===== src/clock_time_entry_controller_unit_assert.svh =====
// Assertion macros used by the controller RTL (ctec_back)
`ifndef CLOCK_TIME_ENTRY_CONTROLLER_UNIT_ASSERT_SVH
`define CLOCK_TIME_ENTRY_CONTROLLER_UNIT_ASSERT_SVH

// check a condition on every rising clock edge outside reset
`define CTEC_ASSERT(name, expr, msg) \
    name: assert property (@(posedge clk) disable iff (!rst_n) (expr)) else $error(msg);

// check a consequence in the cycle after a trigger
`define CTEC_ASSERT_NEXT(name, trig, cons, msg) \
    name: assert property (@(posedge clk) disable iff (!rst_n) (trig) |=> (cons)) \
        else $error(msg);

`endif


===== src/ctec_pkg.sv =====
// Shared types, codes and constants of the time entry controller
`default_nettype none

package ctec_pkg;

    localparam int unsigned CTEC_QUEUE_DEPTH = 2;

    localparam logic [7:0] ASCII_ZERO      = 8'h30;
    localparam logic [7:0] ASCII_NINE      = 8'h39;
    localparam logic [7:0] KEY_NEWLINE     = 8'h0A;
    localparam logic [7:0] KEY_LOWER_R     = 8'h72;

    localparam logic [7:0] RESET_KEY_DEFAULT      = 8'd70;
    localparam logic [7:0] SET_CANCEL_KEY_DEFAULT = 8'd69;

    localparam logic [1:0] CFG_RESET_KEY      = 2'd0;
    localparam logic [1:0] CFG_SET_CANCEL_KEY = 2'd1;
    localparam logic [1:0] CFG_TWELVE_HOUR    = 2'd2;

    typedef enum logic [2:0] {
        ACT_NONE    = 3'd0,
        ACT_RESET   = 3'd1,
        ACT_START   = 3'd2,
        ACT_DIGIT   = 3'd3,
        ACT_CANCEL  = 3'd4,
        ACT_SET     = 3'd5,
        ACT_UNKNOWN = 3'd6
    } action_t;

    typedef enum logic [2:0] {
        KIND_RESET,
        KIND_SET_CANCEL,
        KIND_DIGIT,
        KIND_IGNORE,
        KIND_UNKNOWN
    } key_kind_t;

    typedef struct packed {
        key_kind_t  kind;
        logic [3:0] digit;
        logic       twelve_hour;
    } key_item_t;

endpackage

`default_nettype wire


===== src/clock_time_entry_controller_unit.sv =====
// Top level of the time entry controller: front, queue and back
//
//  port group   | direction | transfer
//  -------------+-----------+------------------------------------------
//  cfg_*        | in        | write when cfg_we is high, no wait
//  key_code     | in        | in_valid & in_ready
//  result ports | out       | out_valid & out_ready
//
//  One key per cycle while the queue has room; a key is queued at the
//  accepting edge and its result is registered on pop. The back end retires
//  one queued key per cycle into a single result register when free or read.
//  in_ready drops only when the queue is full, which needs out_ready low.
//  Reset clears state to standby with default key codes and 24-hour limits.
`default_nettype none

module clock_time_entry_controller_unit
#(
    parameter int unsigned QUEUE_DEPTH = ctec_pkg::CTEC_QUEUE_DEPTH
)
(
    input  wire logic        clk,
    input  wire logic        rst_n,
    input  wire logic        cfg_we,
    input  wire logic [1:0]  cfg_index,
    input  wire logic [7:0]  cfg_data,
    input  wire logic        in_valid,
    output logic             in_ready,
    input  wire logic [7:0]  key_code,
    output logic             out_valid,
    input  wire logic        out_ready,
    output logic [2:0]       action,
    output logic             clock_reset_pulse,
    output logic [11:0]      new_time_hhmm,
    output logic [11:0]      partial_entry,
    output logic [1:0]       digits_entered,
    output logic             in_entry_mode
);
    import ctec_pkg::*;

    logic      push;
    key_item_t push_item;
    logic      queue_full;
    logic      q_valid;
    key_item_t q_item;
    logic      pop;

    ctec_front u_front
    (
        .clk        (clk),
        .rst_n      (rst_n),
        .cfg_we     (cfg_we),
        .cfg_index  (cfg_index),
        .cfg_data   (cfg_data),
        .in_valid   (in_valid),
        .key_code   (key_code),
        .queue_full (queue_full),
        .in_ready   (in_ready),
        .push       (push),
        .push_item  (push_item)
    );

    ctec_queue #(.DEPTH(QUEUE_DEPTH)) u_queue
    (
        .clk       (clk),
        .rst_n     (rst_n),
        .push      (push),
        .push_item (push_item),
        .pop       (pop),
        .full      (queue_full),
        .q_valid   (q_valid),
        .q_item    (q_item)
    );

    ctec_back u_back
    (
        .clk               (clk),
        .rst_n             (rst_n),
        .q_valid           (q_valid),
        .q_item            (q_item),
        .pop               (pop),
        .out_valid         (out_valid),
        .out_ready         (out_ready),
        .action            (action),
        .clock_reset_pulse (clock_reset_pulse),
        .new_time_hhmm     (new_time_hhmm),
        .partial_entry     (partial_entry),
        .digits_entered    (digits_entered),
        .in_entry_mode     (in_entry_mode)
    );

endmodule

`default_nettype wire


===== src/ctec_front.sv =====
// Front end: configuration registers and key classification
`default_nettype none

module ctec_front
(
    input  wire logic              clk,
    input  wire logic              rst_n,
    input  wire logic              cfg_we,
    input  wire logic [1:0]        cfg_index,
    input  wire logic [7:0]        cfg_data,
    input  wire logic              in_valid,
    input  wire logic [7:0]        key_code,
    input  wire logic              queue_full,
    output logic                   in_ready,
    output logic                   push,
    output ctec_pkg::key_item_t    push_item
);
    import ctec_pkg::*;

    logic [7:0] reset_key_reg;
    logic [7:0] set_cancel_key_reg;
    logic       twelve_hour_reg;

    always_ff @(posedge clk or negedge rst_n)
    begin
        if (!rst_n)
        begin
            reset_key_reg      <= RESET_KEY_DEFAULT;
            set_cancel_key_reg <= SET_CANCEL_KEY_DEFAULT;
            twelve_hour_reg    <= 1'b0;
        end
        else if (cfg_we)
        begin
            case (cfg_index)
                CFG_RESET_KEY:      reset_key_reg      <= cfg_data;
                CFG_SET_CANCEL_KEY: set_cancel_key_reg <= cfg_data;
                CFG_TWELVE_HOUR:    twelve_hour_reg    <= cfg_data[0];
                default:            ;
            endcase
        end
    end

    logic [7:0] digit_offset;

    always_comb
    begin
        digit_offset          = key_code - ASCII_ZERO;
        push_item.digit       = digit_offset[3:0];
        push_item.twelve_hour = twelve_hour_reg;
        if (key_code == reset_key_reg)
            push_item.kind = KIND_RESET;
        else if (key_code == set_cancel_key_reg)
            push_item.kind = KIND_SET_CANCEL;
        else if (key_code inside {[ASCII_ZERO:ASCII_NINE]})
            push_item.kind = KIND_DIGIT;
        else if (key_code inside {KEY_NEWLINE, KEY_LOWER_R})
            push_item.kind = KIND_IGNORE;
        else
            push_item.kind = KIND_UNKNOWN;
    end

    assign in_ready = !queue_full;
    assign push     = in_valid && !queue_full;

endmodule

`default_nettype wire


===== src/ctec_queue.sv =====
// Small queue of classified keys between front and back
`default_nettype none

module ctec_queue
#(
    parameter int unsigned DEPTH = ctec_pkg::CTEC_QUEUE_DEPTH
)
(
    input  wire logic                clk,
    input  wire logic                rst_n,
    input  wire logic                push,
    input  wire ctec_pkg::key_item_t push_item,
    input  wire logic                pop,
    output logic                     full,
    output logic                     q_valid,
    output ctec_pkg::key_item_t      q_item
);
    import ctec_pkg::*;

    localparam int unsigned PTR_W = (DEPTH > 1) ? $clog2(DEPTH) : 1;
    localparam int unsigned CNT_W = $clog2(DEPTH + 1);
    localparam logic [PTR_W-1:0] LAST_PTR = PTR_W'(DEPTH - 1);
    localparam logic [CNT_W-1:0] FULL_CNT = CNT_W'(DEPTH);

    key_item_t        slot_reg [DEPTH];
    logic [PTR_W-1:0] wr_ptr_reg, wr_ptr_next;
    logic [PTR_W-1:0] rd_ptr_reg, rd_ptr_next;
    logic [CNT_W-1:0] count_reg, count_next;

    logic do_push, do_pop;

    assign full    = (count_reg == FULL_CNT);
    assign q_valid = (count_reg != '0);
    assign q_item  = slot_reg[rd_ptr_reg];
    assign do_push = push && !full;
    assign do_pop  = pop && q_valid;

    always_comb
    begin
        wr_ptr_next = wr_ptr_reg;
        rd_ptr_next = rd_ptr_reg;
        count_next  = count_reg;
        if (do_push)
            wr_ptr_next = (wr_ptr_reg == LAST_PTR) ? '0 : wr_ptr_reg + 1'b1;
        if (do_pop)
            rd_ptr_next = (rd_ptr_reg == LAST_PTR) ? '0 : rd_ptr_reg + 1'b1;
        if (do_push && !do_pop)
            count_next = count_reg + 1'b1;
        else if (do_pop && !do_push)
            count_next = count_reg - 1'b1;
    end

    always_ff @(posedge clk or negedge rst_n)
    begin
        if (!rst_n)
        begin
            wr_ptr_reg <= '0;
            rd_ptr_reg <= '0;
            count_reg  <= '0;
        end
        else
        begin
            wr_ptr_reg <= wr_ptr_next;
            rd_ptr_reg <= rd_ptr_next;
            count_reg  <= count_next;
        end
    end

    always_ff @(posedge clk)
    begin
        if (do_push)
            slot_reg[wr_ptr_reg] <= push_item;
    end

endmodule

`default_nettype wire


===== src/ctec_back.sv =====
// Back end: entry state machine, digit clamps and result register
`default_nettype none
`include "clock_time_entry_controller_unit_assert.svh"

module ctec_back
(
    input  wire logic                clk,
    input  wire logic                rst_n,
    input  wire logic                q_valid,
    input  wire ctec_pkg::key_item_t q_item,
    output logic                     pop,
    output logic                     out_valid,
    input  wire logic                out_ready,
    output logic [2:0]               action,
    output logic                     clock_reset_pulse,
    output logic [11:0]              new_time_hhmm,
    output logic [11:0]              partial_entry,
    output logic [1:0]               digits_entered,
    output logic                     in_entry_mode
);
    import ctec_pkg::*;

    logic        entry_mode_reg,    entry_mode_next;
    logic [11:0] entry_value_reg,   entry_value_next;
    logic [1:0]  digit_count_reg,   digit_count_next;
    logic        reset_pending_reg, reset_pending_next;
    logic        out_valid_reg,     out_valid_next;

    action_t     action_reg,   action_next;
    logic        pulse_reg,    pulse_next;
    logic [11:0] new_time_reg, new_time_next;

    logic [3:0]  digit;
    logic [11:0] value_x10;
    logic [11:0] value_acc;

    assign pop = q_valid && (!out_valid_reg || out_ready);

    always_comb
    begin
        digit = q_item.digit;
        case (digit_count_reg)
            2'd0:
            begin
                if (q_item.twelve_hour)
                    digit = (digit > 4'd1) ? 4'd1 : digit;
                else
                    digit = (digit > 4'd2) ? 4'd2 : digit;
            end
            2'd1:
            begin
                if (q_item.twelve_hour)
                begin
                    if (entry_value_reg == 12'd0)
                        digit = (digit < 4'd1) ? 4'd1 : digit;
                    else
                        digit = (digit > 4'd2) ? 4'd2 : digit;
                end
                else if (entry_value_reg == 12'd2)
                    digit = (digit > 4'd3) ? 4'd3 : digit;
            end
            2'd2:    digit = (digit > 4'd5) ? 4'd5 : digit;
            default: ;
        endcase
        value_x10 = {entry_value_reg[8:0], 3'b000} + {entry_value_reg[10:0], 1'b0};
        value_acc = value_x10 + {8'd0, digit};
    end

    always_comb
    begin
        entry_mode_next    = entry_mode_reg;
        entry_value_next   = entry_value_reg;
        digit_count_next   = digit_count_reg;
        reset_pending_next = reset_pending_reg;
        action_next        = ACT_NONE;
        pulse_next         = 1'b0;
        new_time_next      = 12'd0;
        case (q_item.kind)
            KIND_RESET:
            begin
                if (entry_mode_reg)
                    reset_pending_next = 1'b1;
                else
                begin
                    action_next        = ACT_RESET;
                    pulse_next         = 1'b1;
                    reset_pending_next = 1'b0;
                end
            end
            KIND_SET_CANCEL:
            begin
                if (entry_mode_reg)
                begin
                    action_next        = ACT_CANCEL;
                    entry_mode_next    = 1'b0;
                    entry_value_next   = 12'd0;
                    digit_count_next   = 2'd0;
                    pulse_next         = reset_pending_reg;
                    reset_pending_next = 1'b0;
                end
                else
                begin
                    action_next     = ACT_START;
                    entry_mode_next = 1'b1;
                end
            end
            KIND_DIGIT:
            begin
                if (entry_mode_reg)
                begin
                    if (digit_count_reg == 2'd3)
                    begin
                        action_next        = ACT_SET;
                        new_time_next      = value_acc;
                        entry_mode_next    = 1'b0;
                        entry_value_next   = 12'd0;
                        digit_count_next   = 2'd0;
                        pulse_next         = reset_pending_reg;
                        reset_pending_next = 1'b0;
                    end
                    else
                    begin
                        action_next      = ACT_DIGIT;
                        entry_value_next = value_acc;
                        digit_count_next = digit_count_reg + 2'd1;
                    end
                end
            end
            KIND_IGNORE:  ;
            KIND_UNKNOWN: action_next = ACT_UNKNOWN;
            default:      ;
        endcase
    end

    always_comb
    begin
        out_valid_next = out_valid_reg;
        if (pop)
            out_valid_next = 1'b1;
        else if (out_ready)
            out_valid_next = 1'b0;
    end

    always_ff @(posedge clk or negedge rst_n)
    begin
        if (!rst_n)
        begin
            entry_mode_reg    <= 1'b0;
            entry_value_reg   <= 12'd0;
            digit_count_reg   <= 2'd0;
            reset_pending_reg <= 1'b0;
            out_valid_reg     <= 1'b0;
        end
        else
        begin
            out_valid_reg <= out_valid_next;
            if (pop)
            begin
                entry_mode_reg    <= entry_mode_next;
                entry_value_reg   <= entry_value_next;
                digit_count_reg   <= digit_count_next;
                reset_pending_reg <= reset_pending_next;
            end
        end
    end

    always_ff @(posedge clk)
    begin
        if (pop)
        begin
            action_reg   <= action_next;
            pulse_reg    <= pulse_next;
            new_time_reg <= new_time_next;
        end
    end

    assign out_valid         = out_valid_reg;
    assign action            = action_reg;
    assign clock_reset_pulse = pulse_reg;
    assign new_time_hhmm     = new_time_reg;
    assign partial_entry     = entry_value_reg;
    assign digits_entered    = digit_count_reg;
    assign in_entry_mode     = entry_mode_reg;

    `CTEC_ASSERT(a_count_needs_entry, (digit_count_reg == 2'd0) || entry_mode_reg, "digits held outside entry mode")
    `CTEC_ASSERT(a_pending_needs_entry, !reset_pending_reg || entry_mode_reg, "reset pending in standby")
    `CTEC_ASSERT(a_pulse_action, !(out_valid_reg && pulse_reg) || action_reg == ACT_RESET || action_reg == ACT_CANCEL || action_reg == ACT_SET, "clock reset pulse with wrong action")
    `CTEC_ASSERT_NEXT(a_set_leaves_entry, pop && action_next == ACT_SET, !entry_mode_reg && digit_count_reg == 2'd0 && entry_value_reg == 12'd0, "time set left entry state behind")

endmodule

`default_nettype wire


===== config.mk =====
export PLATFORM = sky130hd
export DESIGN_NAME = clock_time_entry_controller_unit
export DESIGN_NICKNAME = d
export VERILOG_FILES = /design/src/ctec_pkg.sv /design/src/clock_time_entry_controller_unit.sv /design/src/ctec_front.sv /design/src/ctec_queue.sv /design/src/ctec_back.sv
export VERILOG_INCLUDE_DIRS = /design/src /design/src/src
export SDC_FILE = /design/constraint.sdc
export NUM_CORES = 1
export LEC_CHECK = 0
export BUFFER_PORTS_ARGS = -buffer_cell sky130_fd_sc_hd__buf_4
export CORE_ASPECT_RATIO = 1.75
export CORE_MARGIN = 4
export CORE_UTILIZATION = 60
export CTS_CLUSTER_DIAMETER = 60
export CTS_CLUSTER_SIZE = 16
export DETAILED_ROUTE_END_ITERATION = 8
export PLACE_DENSITY_LB_ADDON = 0.1
export SLEW_MARGIN = 10
export SYNTH_ARGS = -nofsm -noshare
export SYNTH_HDL_FRONTEND = slang
export SYNTH_SLANG_ARGS = --single-unit

===== constraint.sdc =====
create_clock -name clk -period 5.75 [get_ports clk]
set_clock_uncertainty 0.2 [all_clocks]
set_input_delay 0.575 -clock clk [delete_from_list [all_inputs] [get_ports clk]]
set_output_delay 0.575 -clock clk [all_outputs]
set_load 0.05 [all_outputs]

## After elaboration in Yosys (flattened, before gate mapping)

Memories as Yosys holds them, arrays and structs flattened.
Cells that the tools add are included.

- Muxes and demuxes: 48
- Eq/ne operators: 17
- Reduce and logical (&&, ||, !) cells: 29
- Magnitude comparators: 7
- Add/sub/neg operators: 8

Operators by type and width:

| operator | number |
|---|---|
| 12-bit two-way mux | 3 |
| 4-bit two-way mux | 9 |
| 12-bit case mux with 2 select lines | 1 |
| 3-bit two-way mux | 7 |
| 1-bit two-way mux | 17 |
| 8-bit == test | 2 |
| 12-bit adder | 1 |
| 12-bit by 4-bit adder with 12-bit output | 1 |
| 12-bit by 2-bit == test with 1-bit output, second input constant | 1 |
| 12-bit logical NOT | 1 |
| 3-bit case mux with 4 select lines | 1 |
| 4-bit case mux with 3 select lines | 1 |
| 2-bit two-way mux | 5 |
| 2-bit nonzero test | 5 |
| 2-bit == test, second input constant | 4 |
| 8-bit by 4-bit == test with 1-bit output, second input constant | 1 |
| 8-bit by 7-bit == test with 1-bit output, second input constant | 1 |
| 8-bit by 6-bit greater-or-equal comparator with 1-bit output, second input constant | 1 |
| 4-bit by 2-bit > comparator with 1-bit output, second input constant | 2 |
| 8-bit by 6-bit <= comparator with 1-bit output, second input constant | 1 |
| 2-bit AND reduction | 4 |
| 1-bit logical AND | 7 |
| 2-bit by 1-bit != test with 1-bit output, second input constant | 3 |
| 1-bit case mux with 3 select lines | 2 |
| other kinds (21) | 28 |

- Memories: 1
- Flip-flop bits (word level): 54
- RAM bits: 16
- Output and inout port bits: 33
- Input port bits: 23
- Word-level logic and storage cells: 124

Memories:

| name | words | width | rd ports | clocked after memory_dff | write ports | RTL line | text |
|---|---|---|---|---|---|---|---|
| u_queue.slot_reg | 2 | 8 | 1 | 0 | 1 | ctec_queue.sv:25 | `key_item_t slot_reg [DEPTH];` |

## Logic depth before layout (Yosys ltp)

An unclocked memory read counts as a cell.

- Depth after elaboration: 10
- Gate-level depth with buffers: 16
- Mapped depth without buffers: 14

## Modules after synthesis

A second synthesis with hierarchy kept.

- Cell total of the unflattened synthesis: 327
- Area, all modules: 3877.5 µm²

Modules (own cells, without submodules):

| module | cells each | area an instance (µm²) | instances | seq. area each (µm²) |
|---|---|---|---|---|
| ctec_back | 205 | 2129.5 | 1 | 905.9 |
| ctec_front | 78 | 962.2 | 1 | 432.9 |
| ctec_queue | 44 | 785.8 | 1 | 580.6 |

## Worst setup path after synthesis

Ideal clock, no wire load.

- Kind: flip-flop to flip-flop
- Start point: register u_back.entry_value_reg[0], in the netlist u_back.partial_entry[0]
- End point: register u_back.new_time_reg[11], in the netlist u_back.new_time_hhmm[11] (data pin)
- Cell stages (with the launch flop): 13
- Buffers on the path: 0
- Library setup time: 0.263 ns
- Arrival time: 3.283 ns
- Path slack: 2.005 ns
- Cell sequence: dfrtp_1 > nor4_1 > nand3_1 > mux2_2 > o21ba_2 > nor3_1 > fa_1 > ha_1 > a21oi_1 > o2111ai_1 > a31oi_1 > xnor2_1 > nor2_1

- Longest elaborated chain between the ends: 5
- Elaborated cells on any way between the ends: 8
- Classes of those cells: add/sub: 2; eq/ne: 1; mux: 4; reduce/logical: 1

Ends and longest elaborated chain:

| what | RTL line | text |
|---|---|---|
| from (decl) | ctec_back.sv:24 | `logic [11:0] entry_value_reg, entry_value_next;` |
| from (signal assigned) | ctec_back.sv:160 | `entry_value_reg <= entry_value_next;` |
| 12-bit by 2-bit == test with 1-bit output / 12-bit logical NOT (equally long branches) | ctec_back.sv:59, ctec_back.sv:54 |  |
| 4-bit two-way mux, on equally long branches | ctec_back.sv:59, ctec_back.sv:54 |  |
| 4-bit two-way mux | ctec_back.sv:52 | `if (q_item.twelve_hour)` |
| 4-bit case mux with 3 select lines | ctec_back.sv:42 | `case (digit_count_reg)` |
| 12-bit by 4-bit adder with 12-bit output * | ctec_back.sv:66 | `value_acc = value_x10 + {8'd0, digit};` |
| to (signal assigned) | ctec_back.sv:173 | `new_time_reg <= new_time_next;` |
| to (decl) | ctec_back.sv:31 | `logic [11:0] new_time_reg, new_time_next;` |

Every way passes the cells marked *; elsewhere a longest branch is shown, timed or not.
A chain may end at the register's enable or synchronous reset.

## Final worst setup path

- Start point: register u_queue.rd_ptr_reg
- End point: register u_back.new_time_reg[11], in the netlist u_back.new_time_hhmm[11] (data pin)

- Longest elaborated chain between the ends: 7
- Elaborated cells on any way between the ends: 19
- Classes of those cells: add/sub: 1; order compare: 5; eq/ne: 1; mux: 10; reduce/logical: 1; memory: 1

Ends and longest elaborated chain:

| what | RTL line | text |
|---|---|---|
| from (decl) | ctec_queue.sv:27 | `logic [PTR_W-1:0] rd_ptr_reg, rd_ptr_next;` |
| from (signal assigned) | ctec_queue.sv:64 | `rd_ptr_reg <= rd_ptr_next;` |
| memory read 2 x 8 bit * | n/a |  |
| 4-bit by 2-bit > comparator with 1-bit output, or another cell as far along | ctec_back.sv:60 | `digit = (digit > 4'd3) ? 4'd3 : digit;` |
| 4-bit two-way mux, on equally long branches | n/a |  |
| 4-bit two-way mux, on equally long branches | ctec_back.sv:59, ctec_back.sv:54 |  |
| 4-bit two-way mux | ctec_back.sv:52 |  |
| 4-bit case mux with 3 select lines | ctec_back.sv:42 |  |
| 12-bit by 4-bit adder with 12-bit output | ctec_back.sv:66 |  |

Marks and branches as above.

==> key figures <==
Status
  – Run status: finished clean

Clock tree
  – Clk slew on worst S/H paths: approximately 70 ps
  – Root buffer cell: clkbuf_8
  – H-Tree Depth: 3
  – Clock latency on the worst-skew pair: between 300 and 400 ps
  – CTS Buf Count: 9
  – CTS max path bufs: 2
  – # clock sinks: 70
  – TritonCTS clock tree: yes
  – Post-CTS sizing: 0

Critical path
  – CP Data Arrival Time: a little over 4000 ps
  – Most Frequent Cell on Critical Path: mux2_2
  – Cells along the critical path: mux2_2 -> mux2_2 -> o21ba_2 -> nor3_1 -> fa_1 -> ha_1 -> a21oi_1 -> o2111ai_1 -> a31oi_1 -> xnor2_1 -> nor2_1
  – R2r setup slk: around 1500 ps
  – Setup CP Type: register to register
  – Worst setup EP type: register
  – Startpoint types: register
  – Crit-path slowest cell: dfrtp_1
  – Crit path required time: between 5000 and 6000 ps
  – CP max FO: 17
  – CP max stage delay: approximately 820 ps

STA
  – RSZ-0062 raised after global routing: false
  – WHS: 262 ps
  – Peak Freq: between 200 and 250 MHz
  – Final min period: 4220 ps
  – Final setup viols: 0
  – Final Hold Fails: 0
  – Setup TNS: 0 ps
  – Slew HR: slightly below 50%
  – Fin crit share: 73.4%
  – Max-slew violation count: 0
  – Slew @ Worst Pin: ~780 ps

Logic synthesis
  – Cells after Synth: 330
  – Asr flop ratio synth: about 54%
  – Area of the mapped netlist: just under 4000 um2
  – Yosys warnings: 0
  – Synth Flop Type: edfxtp_1
  – Top cells by count, synth: dfrtp_1 (32), edfxtp_1 (32), nor2_1 (26)
  – Top post-synthesis cells by area: edfxtp_1 (25%), dfrtp_1 (21%), ha_1 (7.4%)
  – EDFF count, synth: 32
  – Syn Area/Cell: between 10 and 15 um2
  – Sequential cell area fraction in the yosys report: around half
  – Yosys top cell by area: edfxtp_1
  – Synth top area share: 24.9%
  – Flops & latches, synth: 70
  – Syn nets: roughly 380
  – Distinct cell type count after synthesis: between 50 and 60

Final layout
  – Layout cells sized above 1: between 20% and 30%
  – Final Util: about 73%
  – # fillers: roughly 490
  – FF+latch area: 1920 um2
  – N_diodes: 0
  – Max FFs per register: 16
  – Multi-input gate area: ~1800 um2
  – # nets final: around 440
  – Area Overhead vs Synth: 17.2%
  – Non-Filler Instances: roughly 480

Global routing
  – First-pass GRT wire length: 13700 um
  – GR Util All Layers: between 20 and 25%
  – Initial antenna violation count: 0
  – Vias in the first global route: between 2000 and 3000
  – Largest net degree at the start of global routing: 39
  – Total gr overflow: 0

Power
  – Leak: 1.94 nW
  – PwrDens: between 400 and 500 nW/um2
  – Peak supply drop: 0.255 mV

Floorplan
  – Die H: about 110 um
  – FP Rows: 38
  – Die X: roughly 69 um
  – Die area: around 7800 um2
  – I/O Pins: 56
  – Starting density of the core: a little over 60%
  – Core area: slightly above 6000 um2

Worst hold path
  – Tightest Hold Check Type: register to register

Detailed routing
  – DRT Pass-1 Iters: 4
  – Routed Antenna Nets: 0
  – Residual DRC count: 0
  – Routed wire length: ~8600 um
  – Initial detailed-routing violation count: between 150 and 200
  – Via density per instance: between 5 and 6
  – Total number of vias: between 2000 and 3000
  – Average wire per standard cell: around 18 um

Place
  – Placed Instances: 459
  – Port buffer count: 55
  – GPL Wtd Cong: 0.924
  – Post-detail-place hpwl: roughly 6600 um

Flow run
  – # Max-Cap Violations: 0
==> final cells by class <==
class | count | area share [%]
Clock buffer | 10 | 2.82
Clock inverter | 6 | 1.38
Inverter | 12 | 0.994
Multi-Input combinational cell | 241 | 40.8
Sequential cell | 70 | 42.3
Tap cell | 80 | 2.21
Timing Repair Buffer | 57 | 9.49
==> power by group <==
part           total [mW]  internal, mW  switching, mW
registers           0.815         0.683          0.132
logic                1.02         0.367          0.652
clock network       0.381         0.199          0.182
==> repair_timing <==
action,4_1_cts,5_1_grt
hold buffers,1,0
buffers inserted,0,0
hold endpoints to repair,26,0
==> critical path, delay by kind of cell (launching register included) <==
family | cells | cell delay (ps)
adder cells (fa/ha/maj) | 2 | 800
XOR/XNOR | 1 | 180
flip-flops | 1 | 820
multiplexers | 2 | 710
AO/OA/AOI/OAI | 4 | 930
AND/OR/NAND/NOR | 2 | 310
==> metal layers <==
layer,track usage [%],wire length [um],vias to the layer above
met5,0,0,-
met4,17.8,464,0
met3,5.50,378,31
met2,44.4,5010,94
met1,22.0,2730,1371
li1,-,-,1334
==> per-stage QoR <==
stage | power (mW) | instance area [um2] | worst slack, ps
detailed placement | 1.84 | 4330 | 1590
global placement | 1.81 | 4330 | 1730
finish | 2.22 | 4530 | 1530
global route | 2.34 | 4530 | 1350
CTS | 2.23 | 4530 | 1550
floorplan | 1.54 | 3870 | 2000
==> kinds of logic (layout without fill, tap and decap cells) <==
logic type	after synthesis	after routing	share of synthesized area (%)
simple gates	94	94	12.3
flops	70	70	49.6
compound gates	62	62	11.5
xor+xnor	32	32	7.25
mux	28	28	8.35
fa+ha+maj	25	25	8.48
buf+inv	19	85	2.56
==> placed cells by master, fill, tap and decap left out, types with 4 or more instances in the layout <==
master    count
xnor2_1      18
nor2_1       26
inv_1        12
and3_1        5
clkbuf_8      9
xor2_1       14
nor4_1        5
ha_1         23
nand3_1       7
buf_4        56
dfrtp_1      32
mux2i_1       5
o21ai_2      10
o21ai_0       9
nor3_1        7
mux2_2       21
nand2_1      25
dfstp_2       6
edfxtp_1     32
a21oi_1      13
nand4_1       4
==> path summary, 6_finish.rpt <==
kind | start | cells past startpoint | end
setup / recovery | u_queue.rd_ptr_reg$_DFFE_PN0P_ | 11 | u_back.new_time_hhmm[11]$_SDFFCE_PN0P_
hold / removal | u_front.twelve_hour_reg$_DFFE_PN0P_ | 0 | u_queue.slot_reg[0][0]$_DFFE_PP_
setup reg to reg | u_queue.rd_ptr_reg$_DFFE_PN0P_ | 11 | u_back.new_time_hhmm[11]$_SDFFCE_PN0P_
hold reg to reg | u_front.twelve_hour_reg$_DFFE_PN0P_ | 0 | u_queue.slot_reg[0][0]$_DFFE_PP_
max in group asynchronous | rst_n | 2 | u_front.set_cancel_key_reg[2]$_DFFE_PN1P_
min in group asynchronous | rst_n | 2 | u_back.partial_entry[0]$_DFFE_PN0P_
Power figures use the tool's default switching activity.
